**src/sv/flhm_pkg.sv**
```systemverilog
// shared types and constants for the frame link health monitor
package flhm_pkg;

  localparam int unsigned CntW      = 32;
  localparam int unsigned OutCntW   = 32;
  localparam int unsigned MsW       = 16;
  localparam int unsigned RateW     = 20;
  localparam int unsigned MvW       = 12;
  localparam int unsigned DivW      = 32;
  localparam int unsigned DivCntW   = $clog2(DivW);
  localparam int unsigned MulAW     = 20;
  localparam int unsigned MulBW     = 12;

  localparam logic [MsW-1:0]   MsMax          = '1;
  localparam logic [RateW-1:0] FramesMax      = '1;
  localparam logic [RateW-1:0] RateMax        = '1;
  localparam logic [MulBW-1:0] MvScale        = 12'd3300;
  localparam logic [MulBW-1:0] RateScale      = 12'd1000;
  localparam logic [DivW-1:0]  MvRound        = 32'd2047;
  localparam logic [MsW-1:0]   MvFullScale    = 16'd4095;
  localparam logic [MsW-1:0]   TimeoutReset   = 16'd500;
  localparam logic [MsW-1:0]   RateWinReset   = 16'd1000;

  typedef enum logic {
    REQ_FRAME = 1'b0,
    REQ_TICK  = 1'b1
  } req_type_e;

  typedef enum logic [1:0] {
    FR_VALID  = 2'd0,
    FR_CRC    = 2'd1,
    FR_FORMAT = 2'd2,
    FR_NONE   = 2'd3
  } frame_result_e;

  typedef enum logic [1:0] {
    LINK_WAIT    = 2'd0,
    LINK_OK      = 2'd1,
    LINK_TIMEOUT = 2'd2
  } link_state_e;

  typedef enum logic {
    CFG_TIMEOUT  = 1'b0,
    CFG_RATE_WIN = 1'b1
  } cfg_idx_e;

  typedef enum logic [1:0] {
    ST_IDLE,
    ST_MUL,
    ST_DIV,
    ST_WB
  } seq_state_e;

  function automatic logic [MsW-1:0] sat_inc_ms(input logic [MsW-1:0] v);
    sat_inc_ms = (v == MsMax) ? MsMax : v + 1'b1;
  endfunction

endpackage

```
**src/sv/frame_link_health_monitor.sv**
```systemverilog
// frame link health monitor: sequence, timeout, error and frame rate tracking
// a tick that closes the rate window passes through multiply, a 32-step shared restoring
//   divider and write-back before its result is valid; any other beat skips the divider
// a new beat is taken only in idle, after write-back of the last one; the next beat is taken
//   while the result register still waits, then the input stalls until it drains
// reset restores registers to 500 / 1000 and clears all counters, timers and link flags, not the result payload
module frame_link_health_monitor
  import flhm_pkg::*;
(
  input  logic                 clk_i,
  input  logic                 rst_ni,
  input  logic                 cfg_we_i,
  input  logic                 cfg_addr_i,
  input  logic [MsW-1:0]       cfg_wdata_i,
  input  logic                 in_valid_i,
  output logic                 in_ready_o,
  input  logic                 req_type_i,
  input  logic [1:0]           frame_result_i,
  input  logic [7:0]           seq_i,
  input  logic [11:0]          adc_raw_i,
  output logic                 out_valid_o,
  input  logic                 out_ready_i,
  output logic                 seq_gap_o,
  output logic                 recovered_o,
  output logic                 timeout_raised_o,
  output logic                 summary_ready_o,
  output logic [1:0]           link_state_o,
  output logic [7:0]           last_seq_o,
  output logic [MvW-1:0]       latest_mv_o,
  output logic [OutCntW-1:0]   valid_total_o,
  output logic [OutCntW-1:0]   gap_total_o,
  output logic [OutCntW-1:0]   crc_total_o,
  output logic [OutCntW-1:0]   format_total_o,
  output logic [RateW-1:0]     window_fps_o
);

  seq_state_e state_q, state_d;

  logic [MsW-1:0]     timeout_q, rate_win_q;

  // captured beat
  logic               req_q;
  logic [1:0]         fr_q;
  logic [7:0]         seq_q;
  logic [11:0]        adc_q;

  // monitor state
  logic [7:0]         prev_seq_q, prev_seq_d;
  logic               seen_q, seen_d;
  logic [MvW-1:0]     mv_q, mv_d;
  logic               tmo_q, tmo_d;
  logic [MsW-1:0]     silence_q, silence_d;
  logic [MsW-1:0]     win_el_q, win_el_d;
  logic [RateW-1:0]   win_frames_q, win_frames_d;
  logic [CntW-1:0]    cnt_valid_q, cnt_valid_d;
  logic [CntW-1:0]    cnt_gap_q, cnt_gap_d;
  logic [CntW-1:0]    cnt_crc_q, cnt_crc_d;
  logic [CntW-1:0]    cnt_fmt_q, cnt_fmt_d;

  // shared multiply / divide unit
  logic [DivW-1:0]    num_q;
  logic [MsW-1:0]     dvsr_q;
  logic [MsW-1:0]     rem_q;
  logic [DivCntW-1:0] div_cnt_q;
  logic [MulAW-1:0]   mul_a;
  logic [MulBW-1:0]   mul_b;
  logic [DivW-1:0]    mul_p;
  logic [DivW-1:0]    addend;
  logic [MsW:0]       trial;
  logic               trial_ge;

  // divide by full scale: shift by 12 plus one correction step
  logic [MvW-1:0]     mv_quo;
  logic [MvW:0]       mv_rem;

  // result register
  logic               out_valid_q;
  logic               gap_o_q, rec_o_q, raised_o_q, ready_o_q;
  logic [1:0]         link_o_q;
  logic [RateW-1:0]   rate_o_q;

  logic               is_frame, win_close, need_div, wb_go;
  logic               gap_d, rec_d, raised_d;
  logic [MsW-1:0]     silence_inc, win_el_inc;
  logic [RateW-1:0]   rate_d;
  logic [1:0]         link_d;

  assign is_frame       = (req_type_e'(req_q) == REQ_FRAME);
  assign silence_inc    = sat_inc_ms(silence_q);
  assign win_el_inc     = sat_inc_ms(win_el_q);
  assign win_close      = !is_frame && (win_el_inc >= rate_win_q);
  assign need_div       = win_close;
  assign wb_go          = (state_q == ST_WB) && (!out_valid_q || out_ready_i);

  always_comb begin
    if (is_frame) begin
      mul_a    = MulAW'(adc_q);
      mul_b    = MvScale;
      addend   = MvRound;
    end else begin
      mul_a    = win_frames_q;
      mul_b    = RateScale;
      addend   = DivW'(win_el_inc >> 1);
    end
    mul_p = DivW'(mul_a * mul_b);
  end

  assign trial    = {rem_q, num_q[DivW-1]};
  assign trial_ge = (trial >= {1'b0, dvsr_q});

  assign mv_quo = num_q[2*MvW-1:MvW];
  assign mv_rem = {1'b0, num_q[MvW-1:0]} + {1'b0, mv_quo};

  always_comb begin
    state_d    = state_q;
    in_ready_o = 1'b0;
    unique case (state_q)
      ST_IDLE: begin
        in_ready_o = 1'b1;
        if (in_valid_i) state_d = ST_MUL;
      end
      ST_MUL: begin
        state_d = need_div ? ST_DIV : ST_WB;
      end
      ST_DIV: begin
        if (div_cnt_q == DivCntW'(DivW - 1)) state_d = ST_WB;
      end
      ST_WB: begin
        if (wb_go) state_d = ST_IDLE;
      end
      default: state_d = ST_IDLE;
    endcase
  end

  always_comb begin
    prev_seq_d   = prev_seq_q;
    seen_d       = seen_q;
    mv_d         = mv_q;
    tmo_d        = tmo_q;
    silence_d    = silence_q;
    win_el_d     = win_el_q;
    win_frames_d = win_frames_q;
    cnt_valid_d  = cnt_valid_q;
    cnt_gap_d    = cnt_gap_q;
    cnt_crc_d    = cnt_crc_q;
    cnt_fmt_d    = cnt_fmt_q;
    gap_d        = 1'b0;
    rec_d        = 1'b0;
    raised_d     = 1'b0;
    rate_d       = '0;
    if (is_frame) begin
      unique case (frame_result_e'(fr_q))
        FR_VALID: begin
          gap_d       = seen_q && (seq_q != prev_seq_q + 8'd1);
          rec_d       = tmo_q;
          if (gap_d) cnt_gap_d = cnt_gap_q + 1'b1;
          prev_seq_d  = seq_q;
          seen_d      = 1'b1;
          mv_d        = (mv_rem >= (MvW+1)'(MvFullScale)) ? mv_quo + 1'b1 : mv_quo;
          silence_d   = '0;
          tmo_d       = 1'b0;
          cnt_valid_d = cnt_valid_q + 1'b1;
          if (win_frames_q != FramesMax) win_frames_d = win_frames_q + 1'b1;
        end
        FR_CRC:    cnt_crc_d = cnt_crc_q + 1'b1;
        FR_FORMAT: cnt_fmt_d = cnt_fmt_q + 1'b1;
        FR_NONE:   ;
        default:   ;
      endcase
    end else begin
      silence_d = silence_inc;
      if (seen_q && !tmo_q && (silence_inc >= timeout_q)) begin
        tmo_d    = 1'b1;
        raised_d = 1'b1;
      end
      win_el_d = win_el_inc;
      if (win_close) begin
        rate_d       = (|num_q[DivW-1:RateW]) ? RateMax : num_q[RateW-1:0];
        win_el_d     = '0;
        win_frames_d = '0;
      end
    end
    if (!seen_d)    link_d = LINK_WAIT;
    else if (tmo_d) link_d = LINK_TIMEOUT;
    else            link_d = LINK_OK;
  end

  always_ff @(posedge clk_i or negedge rst_ni) begin
    if (!rst_ni) begin
      state_q      <= ST_IDLE;
      timeout_q    <= TimeoutReset;
      rate_win_q   <= RateWinReset;
      prev_seq_q   <= '0;
      seen_q       <= 1'b0;
      mv_q         <= '0;
      tmo_q        <= 1'b0;
      silence_q    <= '0;
      win_el_q     <= '0;
      win_frames_q <= '0;
      cnt_valid_q  <= '0;
      cnt_gap_q    <= '0;
      cnt_crc_q    <= '0;
      cnt_fmt_q    <= '0;
      out_valid_q  <= 1'b0;
      div_cnt_q    <= '0;
    end else begin
      state_q <= state_d;
      if (cfg_we_i) begin
        unique case (cfg_idx_e'(cfg_addr_i))
          CFG_TIMEOUT:  timeout_q  <= cfg_wdata_i;
          CFG_RATE_WIN: rate_win_q <= cfg_wdata_i;
          default:      ;
        endcase
      end
      if (state_q == ST_MUL) div_cnt_q <= '0;
      else if (state_q == ST_DIV) div_cnt_q <= div_cnt_q + 1'b1;
      if (wb_go) begin
        prev_seq_q   <= prev_seq_d;
        seen_q       <= seen_d;
        mv_q         <= mv_d;
        tmo_q        <= tmo_d;
        silence_q    <= silence_d;
        win_el_q     <= win_el_d;
        win_frames_q <= win_frames_d;
        cnt_valid_q  <= cnt_valid_d;
        cnt_gap_q    <= cnt_gap_d;
        cnt_crc_q    <= cnt_crc_d;
        cnt_fmt_q    <= cnt_fmt_d;
        out_valid_q  <= 1'b1;
      end else if (out_ready_i) begin
        out_valid_q  <= 1'b0;
      end
    end
  end

  // beat capture, shared datapath and result payload
  always_ff @(posedge clk_i) begin
    if (in_ready_o && in_valid_i) begin
      req_q <= req_type_i;
      fr_q  <= frame_result_i;
      seq_q <= seq_i;
      adc_q <= adc_raw_i;
    end
    if (state_q == ST_MUL) begin
      num_q  <= mul_p + addend;
      dvsr_q <= win_el_inc;
      rem_q  <= '0;
    end else if (state_q == ST_DIV) begin
      rem_q <= trial_ge ? MsW'(trial - {1'b0, dvsr_q}) : trial[MsW-1:0];
      num_q <= {num_q[DivW-2:0], trial_ge};
    end
    if (wb_go) begin
      gap_o_q    <= gap_d;
      rec_o_q    <= rec_d;
      raised_o_q <= raised_d;
      ready_o_q  <= win_close;
      link_o_q   <= link_d;
      rate_o_q   <= rate_d;
    end
  end

  assign out_valid_o      = out_valid_q;
  assign seq_gap_o        = gap_o_q;
  assign recovered_o      = rec_o_q;
  assign timeout_raised_o = raised_o_q;
  assign summary_ready_o  = ready_o_q;
  assign link_state_o     = link_o_q;
  assign window_fps_o     = rate_o_q;
  assign last_seq_o       = prev_seq_q;
  assign latest_mv_o      = mv_q;
  assign valid_total_o    = cnt_valid_q[OutCntW-1:0];
  assign gap_total_o      = cnt_gap_q[OutCntW-1:0];
  assign crc_total_o      = cnt_crc_q[OutCntW-1:0];
  assign format_total_o   = cnt_fmt_q[OutCntW-1:0];

  a_rate_only_on_close: assert property (@(posedge clk_i) disable iff (!rst_ni)
    out_valid_o && !summary_ready_o |-> window_fps_o == '0)
    else $error("frame rate set without a closed window");

  a_gap_needs_link: assert property (@(posedge clk_i) disable iff (!rst_ni)
    out_valid_o && seq_gap_o |-> link_state_o == LINK_OK)
    else $error("sequence gap reported without an ok link");

  a_raise_times_out: assert property (@(posedge clk_i) disable iff (!rst_ni)
    out_valid_o && timeout_raised_o |-> link_state_o == LINK_TIMEOUT)
    else $error("timeout raised but link not timed out");

  a_div_full_run: assert property (@(posedge clk_i) disable iff (!rst_ni)
    state_q == ST_WB && $past(state_q) == ST_DIV |-> $past(div_cnt_q) == DivCntW'(DivW - 1))
    else $error("divider left before all quotient bits");

endmodule
```
**config.mk**
```make
export PLATFORM = sky130hd
export DESIGN_NAME = frame_link_health_monitor
export DESIGN_NICKNAME = d
export VERILOG_FILES = /design/src/sv/flhm_pkg.sv /design/src/sv/frame_link_health_monitor.sv
export SDC_FILE = /design/constraint.sdc
export NUM_CORES = 1
export LEC_CHECK = 0
export BUFFER_PORTS_ARGS = -buffer_cell sky130_fd_sc_hd__buf_2
export CAP_MARGIN = 20
export CORE_MARGIN = 1
export CORE_UTILIZATION = 25
export DETAILED_ROUTE_END_ITERATION = 8
export GPL_ROUTABILITY_DRIVEN = 0
export GPL_TIMING_DRIVEN = 0
export HOLD_SLACK_MARGIN = 0.02
export PLACE_DENSITY = 0.45
export SKIP_CTS_REPAIR_TIMING = 1
export SLEW_MARGIN = 20
export SYNTH_ARGS = -nofsm -noshare
export SYNTH_HDL_FRONTEND = slang
export SYNTH_SLANG_ARGS = --single-unit
```
**constraint.sdc**
```tcl
create_clock -name clk_i -period 7.1 [get_ports clk_i]
set_input_delay 1.42 -clock clk_i [delete_from_list [all_inputs] [get_ports clk_i]]
set_output_delay 1.42 -clock clk_i [all_outputs]
set_load 0.05 [all_outputs]
```
== Word-level counts from Yosys, hierarchy flattened ==
Cells that the tools add are included.
Widths: inputs -> output; s select.
Word-level totals
  register bits: 355
  bits of input ports: 45
  output and inout bits: 176
  word-level logic and storage cells: 126
Cells by class
  add/sub/neg operators: 13
  multiply operators: 1
  magnitude comparators: 4
  equality and inequality tests: 14
  multiplexer cells: 34
  bitwise logic cells: 3
  reduce and logical (&&, ||, !) cells: 28
Operator list (count)
  $add 32x1->32 const B: 4
  $mux 20: 6
  $mux 16: 6
  $mux 32: 2
  $add 16x1->16 const B: 2
  $add 32x32->32: 1
  $eq 16x16->1 const B: 2
  $ge 16x16->1: 2
  $mul 20x12->32: 1
  $mux 12: 2
  $add 20x1->20 const B: 1
  $ne 20x20->1 const B: 1
  $ge 17x16->1: 1
  $sub 16x16->16: 1
  $mux 15: 1
  $add 12x12->13: 1
  $ge 13x12->1 const B: 1
  $add 12x1->12 const B: 1
  $reduce_and 3->1: 4
  $reduce_or 12->1: 1
  $mux 1: 10
  $mux 5: 2
  $reduce_and 2->1: 5
  $add 8x1->8 const B: 1
  17 further kinds: 38

== Longest topological paths before layout ==
Gate-level depths: netlist (run 1).
  word-level depth: 7
  gate-level depth with buffers: 26
  depth with buffers taken out: 24

== Worst setup path before layout (run 1) ==
Ideal clock, no wire load.
  path type: flip-flop to flip-flop
  start: register req_q
  end: register num_q[31] (data pin)
  setup time: 270 ps
  data arrival time: 5956 ps
  path slack: 874 ps
  cell stages (with the launch flop): 23
  buffers on the path: 2
  cell sequence: edfxtp_1 buf_6 clkbuf_1 nor2b_1 inv_1 fa_1 inv_1 fa_1 fa_1 fa_1 inv_1 fa_1 inv_1 ha_1 and3_1 nor2b_1 or3_1 a22oi_1 a21oi_1 a311oi_2 o21a_1 o31a_1 o211ai_1
Between the ends
  word-level cells in the longest chain between the ends: 4
  elaborated cells on any way between the ends: 6
Ends and longest elaborated chain
  from (decl): line frame_link_health_monitor.sv:42  | logic req_q;
  from (signal assigned): line frame_link_health_monitor.sv:239  | req_q <= req_type_i;
  $mux 20 / $mux 12 (equally long branches): line frame_link_health_monitor.sv:96  | if (is_frame) begin
  $mul 20x12->32: line frame_link_health_monitor.sv:105  | mul_p = DivW'(mul_a * mul_b);
  $add 32x32->32 *: line frame_link_health_monitor.sv:245  | num_q <= mul_p + addend;
  $mux 32 *: line frame_link_health_monitor.sv:244  | if (state_q == ST_MUL) begin
  to (signal assigned): line frame_link_health_monitor.sv:245
  to (signal assigned): line frame_link_health_monitor.sv:250  | num_q <= {num_q[DivW-2:0], trial_ge};
  to (decl): line frame_link_health_monitor.sv:61  | logic [DivW-1:0] num_q;
Mark *: on every way between the ends. The rest lies on a longest branch, timed or not.
A chain may end at the register's enable or synchronous reset.

== Worst setup path after layout (run 1) ==
  start: register req_q
  end: register num_q[27] (data pin)
The elaborated chain is that of the path after synthesis.

==> results of run 1 <==
-- sequential cells by signal, summed over array words and instances (netlist names), 2 cells and up --
name and cells:
num_q 32, gap_total_o 32, state_q 2, valid_total_o 32
seq_q 8, latest_mv_o 12, silence_q 16, last_seq_o 8
rem_q 16, crc_total_o 32, format_total_o 32, div_cnt_q 5
timeout_q 16, window_fps_o 20, win_frames_q 20, rate_win_q 16
win_el_q 16, dvsr_q 16, fr_q 2, adc_q 12
link_state_o 2
-- synthesized netlist by cell type (13+ instances only) --
master and count:
dfrtp_1 230, ha_1 165, mux2i_1 13, clkbuf_1 46, nand2_1 201, and3_1 60
nor2b_1 40, o211ai_1 13, o21a_1 29, mux2_2 40, xor2_1 73, a211oi_1 25
edfxtp_1 97, nand3_1 87, nor3_1 18, nand2b_1 20, inv_1 328, fa_1 136
xnor2_1 141, a21o_1 23, and2_1 22, and4_1 13, o21ai_0 84, dfxtp_1 16
nand4_1 26, a21oi_1 85, nor2_1 144, o31ai_1 14
-- routing by layer --
layer | up-vias | track usage [%] | share of wire, %
met1 | 8522 | 18.8 | 47
li1 | 8473 | - | -
met2 | 288 | 22.7 | 47
met4 | 4 | 3.52 | 2.4
met5 | - | 0 | 0.032
met3 | 95 | 2.22 | 4.1
-- power breakdown --
| group | switching (uW) | internal (uW) | total, uW |
|---|---|---|---|
| clock | 981 | 1380 | 2360 |
| sequential | 379 | 2660 | 3040 |
| combinational | 3880 | 2350 | 6240 |
| total | 5240 | 6400 | 11600 |
-- final timing paths --
| path | depth (start not counted) | from | slack [ns] | end |
|---|---|---|---|---|
| min in group asynchronous | 1 | rst_ni | 0.74 | timeout_q[15] |
| setup reg to reg | 25 | req_q | 0.34 | num_q[27] |
| max in group asynchronous | 3 | rst_ni | 5.27 | crc_total_o[31] |
| setup / recovery | 25 | req_q | 0.34 | num_q[27] |
| hold / removal | 1 | valid_total_o[31] | 0.46 | valid_total_o[31] |
| hold reg to reg | 1 | valid_total_o[31] | 0.46 | valid_total_o[31] |
-- worst register-to-register path, cell delays in order, from the launching register on --
cell and delay, ns:
edfxtp_1 0.34, buf_6 0.17, buf_2 0.30, nand2_1 0.16, inv_1 0.18, nor2_2 0.10, fa_1 0.55, inv_1 0.05
fa_1 0.47, fa_1 0.53, fa_1 0.55, inv_1 0.05, fa_1 0.54, inv_1 0.05, ha_1 0.35, and3_1 0.28
nor2b_1 0.15, or3_1 0.14, a22oi_2 0.08, buf_4 0.19, a21oi_2 0.29, a311oi_2 0.14, buf_4 0.18, o21a_1 0.23
or3_1 0.32, a31oi_1 0.20
-- per-stage QoR --
step / hold WS (ns) / TNS, ns / area [sq um] / util, %
detailed placement: 0.460 / -6.31 / 26700 / 28.5
global route: 0.493 / -0.0181 / 28300 / 30.2
global placement: 0.453 / -151.34 / 26500 / 28.3
CTS: 0.467 / -6.55 / 28200 / 30.1
finish: 0.465 / 0 / 28300 / 30.2
floorplan: 0.445 / 0 / 23800 / -
-- kinds of logic (layout without fill, tap and decap cells) --
kind of cell               after synthesis  in the layout
adders and majority gates              302            302
xor gates and xnor gates               214            214
muxes                                   53             53
and+or+nand+nor                        683            683
buffers and inverters                  385            698
AOI/OAI and AO/OA                      352            352
other                                    2             30
DFF                                    355            355
-- final cells by class --
cell class	instances	share of cell area (%)
inverters	328	4.36
repair buffers	228	4.48
clock inverters	22	0.632
flip-flops and latches	355	32.9
well taps	1254	5.54
plain buffers	57	0.897
multi-input cells	1633	46.5
diodes	1	0.00884
clock buffers	63	4.69
==> results.md, run 1 <==
* Outcome: finished, final reports clean
* Final HPWL DP at roughly 51000 um
* Reg clk slew, reported paths at 0.06 ns
* Unique masters post-synth at 80
* Global route total overflow at 0
* Site row count at approximately 110
* Worst path setup slack after routing at around 0.34 ns
* Antenna-violating nets left at 0
* Area taken by multi-input logic gates at roughly 0.013 sq mm
* Maximum fanout along the worst path at 10
* Final critical path time including I/O delays and setup at about 6.8 ns
* Insertion delay of the later-clocked pin in the worst-skew pair at just under 0.6 ns
* Average cell area after synthesis at between 10 and 15 sq um
* Die X-Extent at 310 um
* Initial antenna violation count at 12
* WP data arrival at 7.18 ns
* Data required time at the worst endpoint at 7.52 ns
* Count of buffers inserted at the top-level ports at 220
* Gate count of the mapped netlist at 2346
* Htree depth at 2
* Delay contributed by the slowest stage of the critical path at 0.55 ns
* Overall Power at roughly 12000 uW
* Worst clock skew at ~0.015 ns
* Commonest register cell after synthesis: dfrtp_1
* Register area at 0.00930 sq mm
* Total number of vias at ~17000
* Buffer levels on the longest clock path at 3
* Post-synthesis xor/xnor area fraction at 7.90%
* Overall track demand over capacity in global routing at 13.8%
* Most Frequent Cell on Critical Path: fa_1
* Adder and majority cell fraction of the synthesized area at 20.2%
* Most area-consuming cells after synthesis: dfrtp_1 24%, edfxtp_1 12%, fa_1 11%
* Placed cell count at approximately 3900
* Maxcap violations at 0
* Final worst-path cycle share at 95.2%
* Share of the synthesized area in the top cell type at 24.3%
* Cell taking the most area after synthesis: dfrtp_1
* Boundary Pins at 221
* Final count of pins violating max slew at 0
* Number of enable flip-flop cells after synthesis at 97
* Path type of the worst setup path: flip-flop to flip-flop
* Family with the most delay on the worst path: adder cells
* Total core area at 0.0936 sq mm
* Layout cell share with drive strength beyond 1 at approximately 16%
* Synthesis Warnings at 0
* Slew Limit Headroom at 28.0%
* Share of cell area taken by muxes after synthesis at approximately 2.4%
* Count of routing violations after the opening detailed-route iteration at 962
* Final hold vios at 0
* Leading cell type in the layout, fill and taps excluded: inv_1
* Detailed-router iteration count before antenna repair at 5
* Maximum frequency from static timing analysis at 148 MHz
* Root Buffer: clkbuf_16
* TritonCTS sink count at 355
* Worst VDD drop at 0.000241 V
* Die outline height at 310 um
* Startpoint types: flip-flop
* Via density at 4.41
* Sequential fraction of the synthesis area at about two fifths
* Total CTS buffers at 46
* Fin nets at approximately 3000
* Number of buffers and inverters on the critical path at 8
* Area growth from synthesis to layout at 19.3%
* Residual DRC at 0
* DRT Wirelength at 66200 um
* Path category of the worst min-delay check: flip-flop to flip-flop
* Worst setup slack after placement at -0.793 ns
* Cell with the largest stage delay on the worst path: fa_1
* Full die area at 0.0961 sq mm
* Commonest non-fill, non-tap cells in the layout: 326 x inv_1, 230 x dfrtp_1, 224 x buf_2, 199 x nand2_1, 164 x ha_1
* Transition at the pin with the smallest max-transition slack at 1.08 ns
* Async set or reset register ratio after synthesis at between 60% and 70%
* CP Capture Type: flip-flop
* Ratio of total power to cell area at 411 mW/mm^2
* Vias in the first global route at 17300
* Standby leakage power at 0.0137 uW
* Post-synthesis share of cell area spent on and, or, nand and nor gates at between 10 and 15%
* Initial Utilization at 25.3%
* CTS tree: done
* Mapped cell area at 0.0237 sq mm
* Largest net degree at the start of global routing at about 90
* FF+latch count, synth at 355
* Wire length of the first global-routing pass at 102000 um
* Final number of setup-violating endpoints at 0
* Total of fill cells in the finished design at 9976
* Final std cells w/o fill at 3941
* Wire length per cell at 16.8 um
* Synth Area in Compound Gates at 9.68%
* Dominant combinational cell family by area after synthesis: adder cells
Power figures use the tool's default switching activity.
==> run 2: changes to the inputs <==
==> constraint.sdc (replaced) <==
create_clock -name clk_i -period 8.4 [get_ports clk_i]
set_input_delay 1.68 -clock clk_i [delete_from_list [all_inputs] [get_ports clk_i]]
set_output_delay 1.68 -clock clk_i [all_outputs]
set_load 0.05 [all_outputs]
==> run 2 against run 1 <==
- clock power is 15% lower
- first-iteration DRC count is 0.42% lower
- sequential power is 15% lower
- count of clock-buffer cells in the layout stayed put
- sequential cell count stayed put
- combinational power is 17% lower
- register-to-register slack better by 0.19 ns
- setup slack better by 0.19 ns
- via count is 0.22% lower
- hold slack hardly changed
- non-clock buffer count is 2 lower
- largest power group unchanged
==> results.md, run 2 (synthesis gave the netlist of run 1 again) <==
* Outcome: finished, final reports clean
* Boundary Pins at 221
* Worst setup slack after placement at between 0.5 and 0.6 ns
* Switching power summed over all nets at 4360 uW
* TritonCTS sink count at 355
* Initial Utilization at 25.3%
* Total CTS buffers at 46
* DRT Wirelength at approximately 66000 um
* Setup repair after global routing missed its margin: false
* Worst Hold Margin at 0.465 ns
* Largest net degree at the start of global routing at 89
* Detailed-router iteration count before antenna repair at 5
* Layout cell share with drive strength beyond 1 at 14.6%
* Total of fill cells in the finished design at 9993
* Count of buffers inserted at the top-level ports at 220
* Data required time at the worst endpoint at 8.72 ns
* WP data arrival at 8.19 ns
* Worst clock skew at roughly 0.017 ns
* Delay contributed by the slowest stage of the critical path at 0.65 ns
* Final hold vios at 0
* Cell with the largest stage delay on the worst path: nor2b_1
* Fin nets at between 2000 and 3000
* Most Frequent Cell on Critical Path: fa_1
* Area growth from synthesis to layout at 18.7%
* CTS tree: done
* Final HPWL DP at between 50000 and 60000 um
* Final count of pins violating max slew at 0
* Family with the most delay on the worst path: adder cells
* Maximum frequency from static timing analysis at approximately 130 MHz
* Final worst-path cycle share at between 90 and 100%
* Root Buffer: clkbuf_16
* Worst path setup slack after routing at 0.532 ns
* Path category of the worst min-delay check: flip-flop to flip-flop
* Final number of setup-violating endpoints at 0
* Switching share of power at 44.9%
* Maximum fanout along the worst path at 10
* Reg clk slew, reported paths at 0.06 ns
* Die outline height at slightly above 300 um
* Standby leakage power at 0.0136 uW
* Global route total overflow at 0
* Worst VDD drop at 0.000203 V
* Antenna-violating nets left at 0
* Initial antenna violation count at 12
* Vias in the first global route at between 15000 and 20000
* Leading cell type in the layout, fill and taps excluded: inv_1
* Overall track demand over capacity in global routing at 13.8%
* Site row count at about 110
* Insertion delay of the later-clocked pin in the worst-skew pair at 0.58 ns
* Pint at between 5000 and 6000 uW
* Startpoint types: flip-flop
* Die X-Extent at 310 um
* Transition at the pin with the smallest max-transition slack at around 1.1 ns
* Chain of cells forming the critical path: buf_6, clkbuf_1, nor2b_1, nor2_1, fa_1, inv_1, fa_1, fa_1, fa_1, inv_1, fa_1, inv_1, ha_1, and3_1, nor2b_1, or3_1, a22oi_1, a21oi_1, a311oi_2, o21a_1, o31a_1, o211ai_1
* Ratio of total power to cell area at between 300 and 400 mW/mm^2
* Maxcap violations at 0
* Htree depth at 2
* Core Util, Final at 30.1%
* Overall Power at 9710 uW
* Buffer levels on the longest clock path at 3
* Via density at about 4.4
* Number of buffers and inverters on the critical path at 5
* Full die area at 0.0961 sq mm
* Commonest non-fill, non-tap cells in the layout: 327 x inv_1, 230 x dfrtp_1, 223 x buf_2, 201 x nand2_1, 164 x ha_1
* Wire length of the first global-routing pass at 102000 um
* Comb pwr share at a little over half
* Setup TNS Final at 0 ns
* Total core area at 0.0936 sq mm
* CP Capture Type: flip-flop
* Path type of the worst setup path: flip-flop to flip-flop
* Final critical path time including I/O delays and setup at 7.87 ns
* Residual DRC at 0
* Total number of vias at 17300
* Count of routing violations after the opening detailed-route iteration at 958
* Part of the total power dissipated in sequential elements at between 20% and 30%
* Clock power frac at 20.6%
* Slew Limit Headroom at between 20 and 30%
* Wire length per cell at roughly 17 um
[run 2: layout make-up]
type | instances | area [sq um] | area share (%)
Inverter | 328 | 1230 | 4.37
Sequential cell | 355 | 9300 | 33.0
Buffer | 57 | 243 | 0.862
Tap cell | 1254 | 1570 | 5.57
Clock buffer | 63 | 1330 | 4.71
Timing Repair Buffer | 226 | 1250 | 4.45
Antenna cell | 1 | 2.50 | 0.00889
Clock inverter | 22 | 179 | 0.635
Multi-Input combinational cell | 1633 | 13100 | 46.3
[run 2: stage by stage]
stage | cells | instance area, sq um
global placement | 3847 | 26500
finish | 3939 | 28200
floorplan | 2373 | 23800
CTS | 3938 | 28200
detailed placement | 3853 | 26700
global route | 3939 | 28200
[run 2: power by group through the flow]
stage	Sequential (uW)	Combinational, uW	Clock (uW)
4_1_cts	2580	5240	2090
5_1_grt	2610	5790	2150
3_5_place_dp	2600	5200	0
3_3_place_gp	2610	5180	0
2_1_floorplan	2840	3380	0
6_report	2570	5150	2000
[run 2: metal layers]
metal	up-vias	part of all wire [%]	global-route usage, %
met5	-	0.041	0
met4	4	2.4	3.52
met3	96	4.1	2.22
met2	309	46	22.7
met1	8476	47	18.8
li1	8459	-	-
[run 2: final timing paths]
| check | from | endpoint | slack, ns | cells after the start |
|---|---|---|---|---|
| setup / recovery | req_q | num_q[31] | 0.53 | 22 |
| hold / removal | valid_total_o[31] | valid_total_o[31] | 0.46 | 1 |
| setup reg to reg | req_q | num_q[31] | 0.53 | 22 |
| hold reg to reg | valid_total_o[31] | valid_total_o[31] | 0.46 | 1 |
| max in group asynchronous | rst_ni | crc_total_o[31] | 6.31 | 3 |
| min in group asynchronous | rst_ni | timeout_q[15] | 1.00 | 1 |
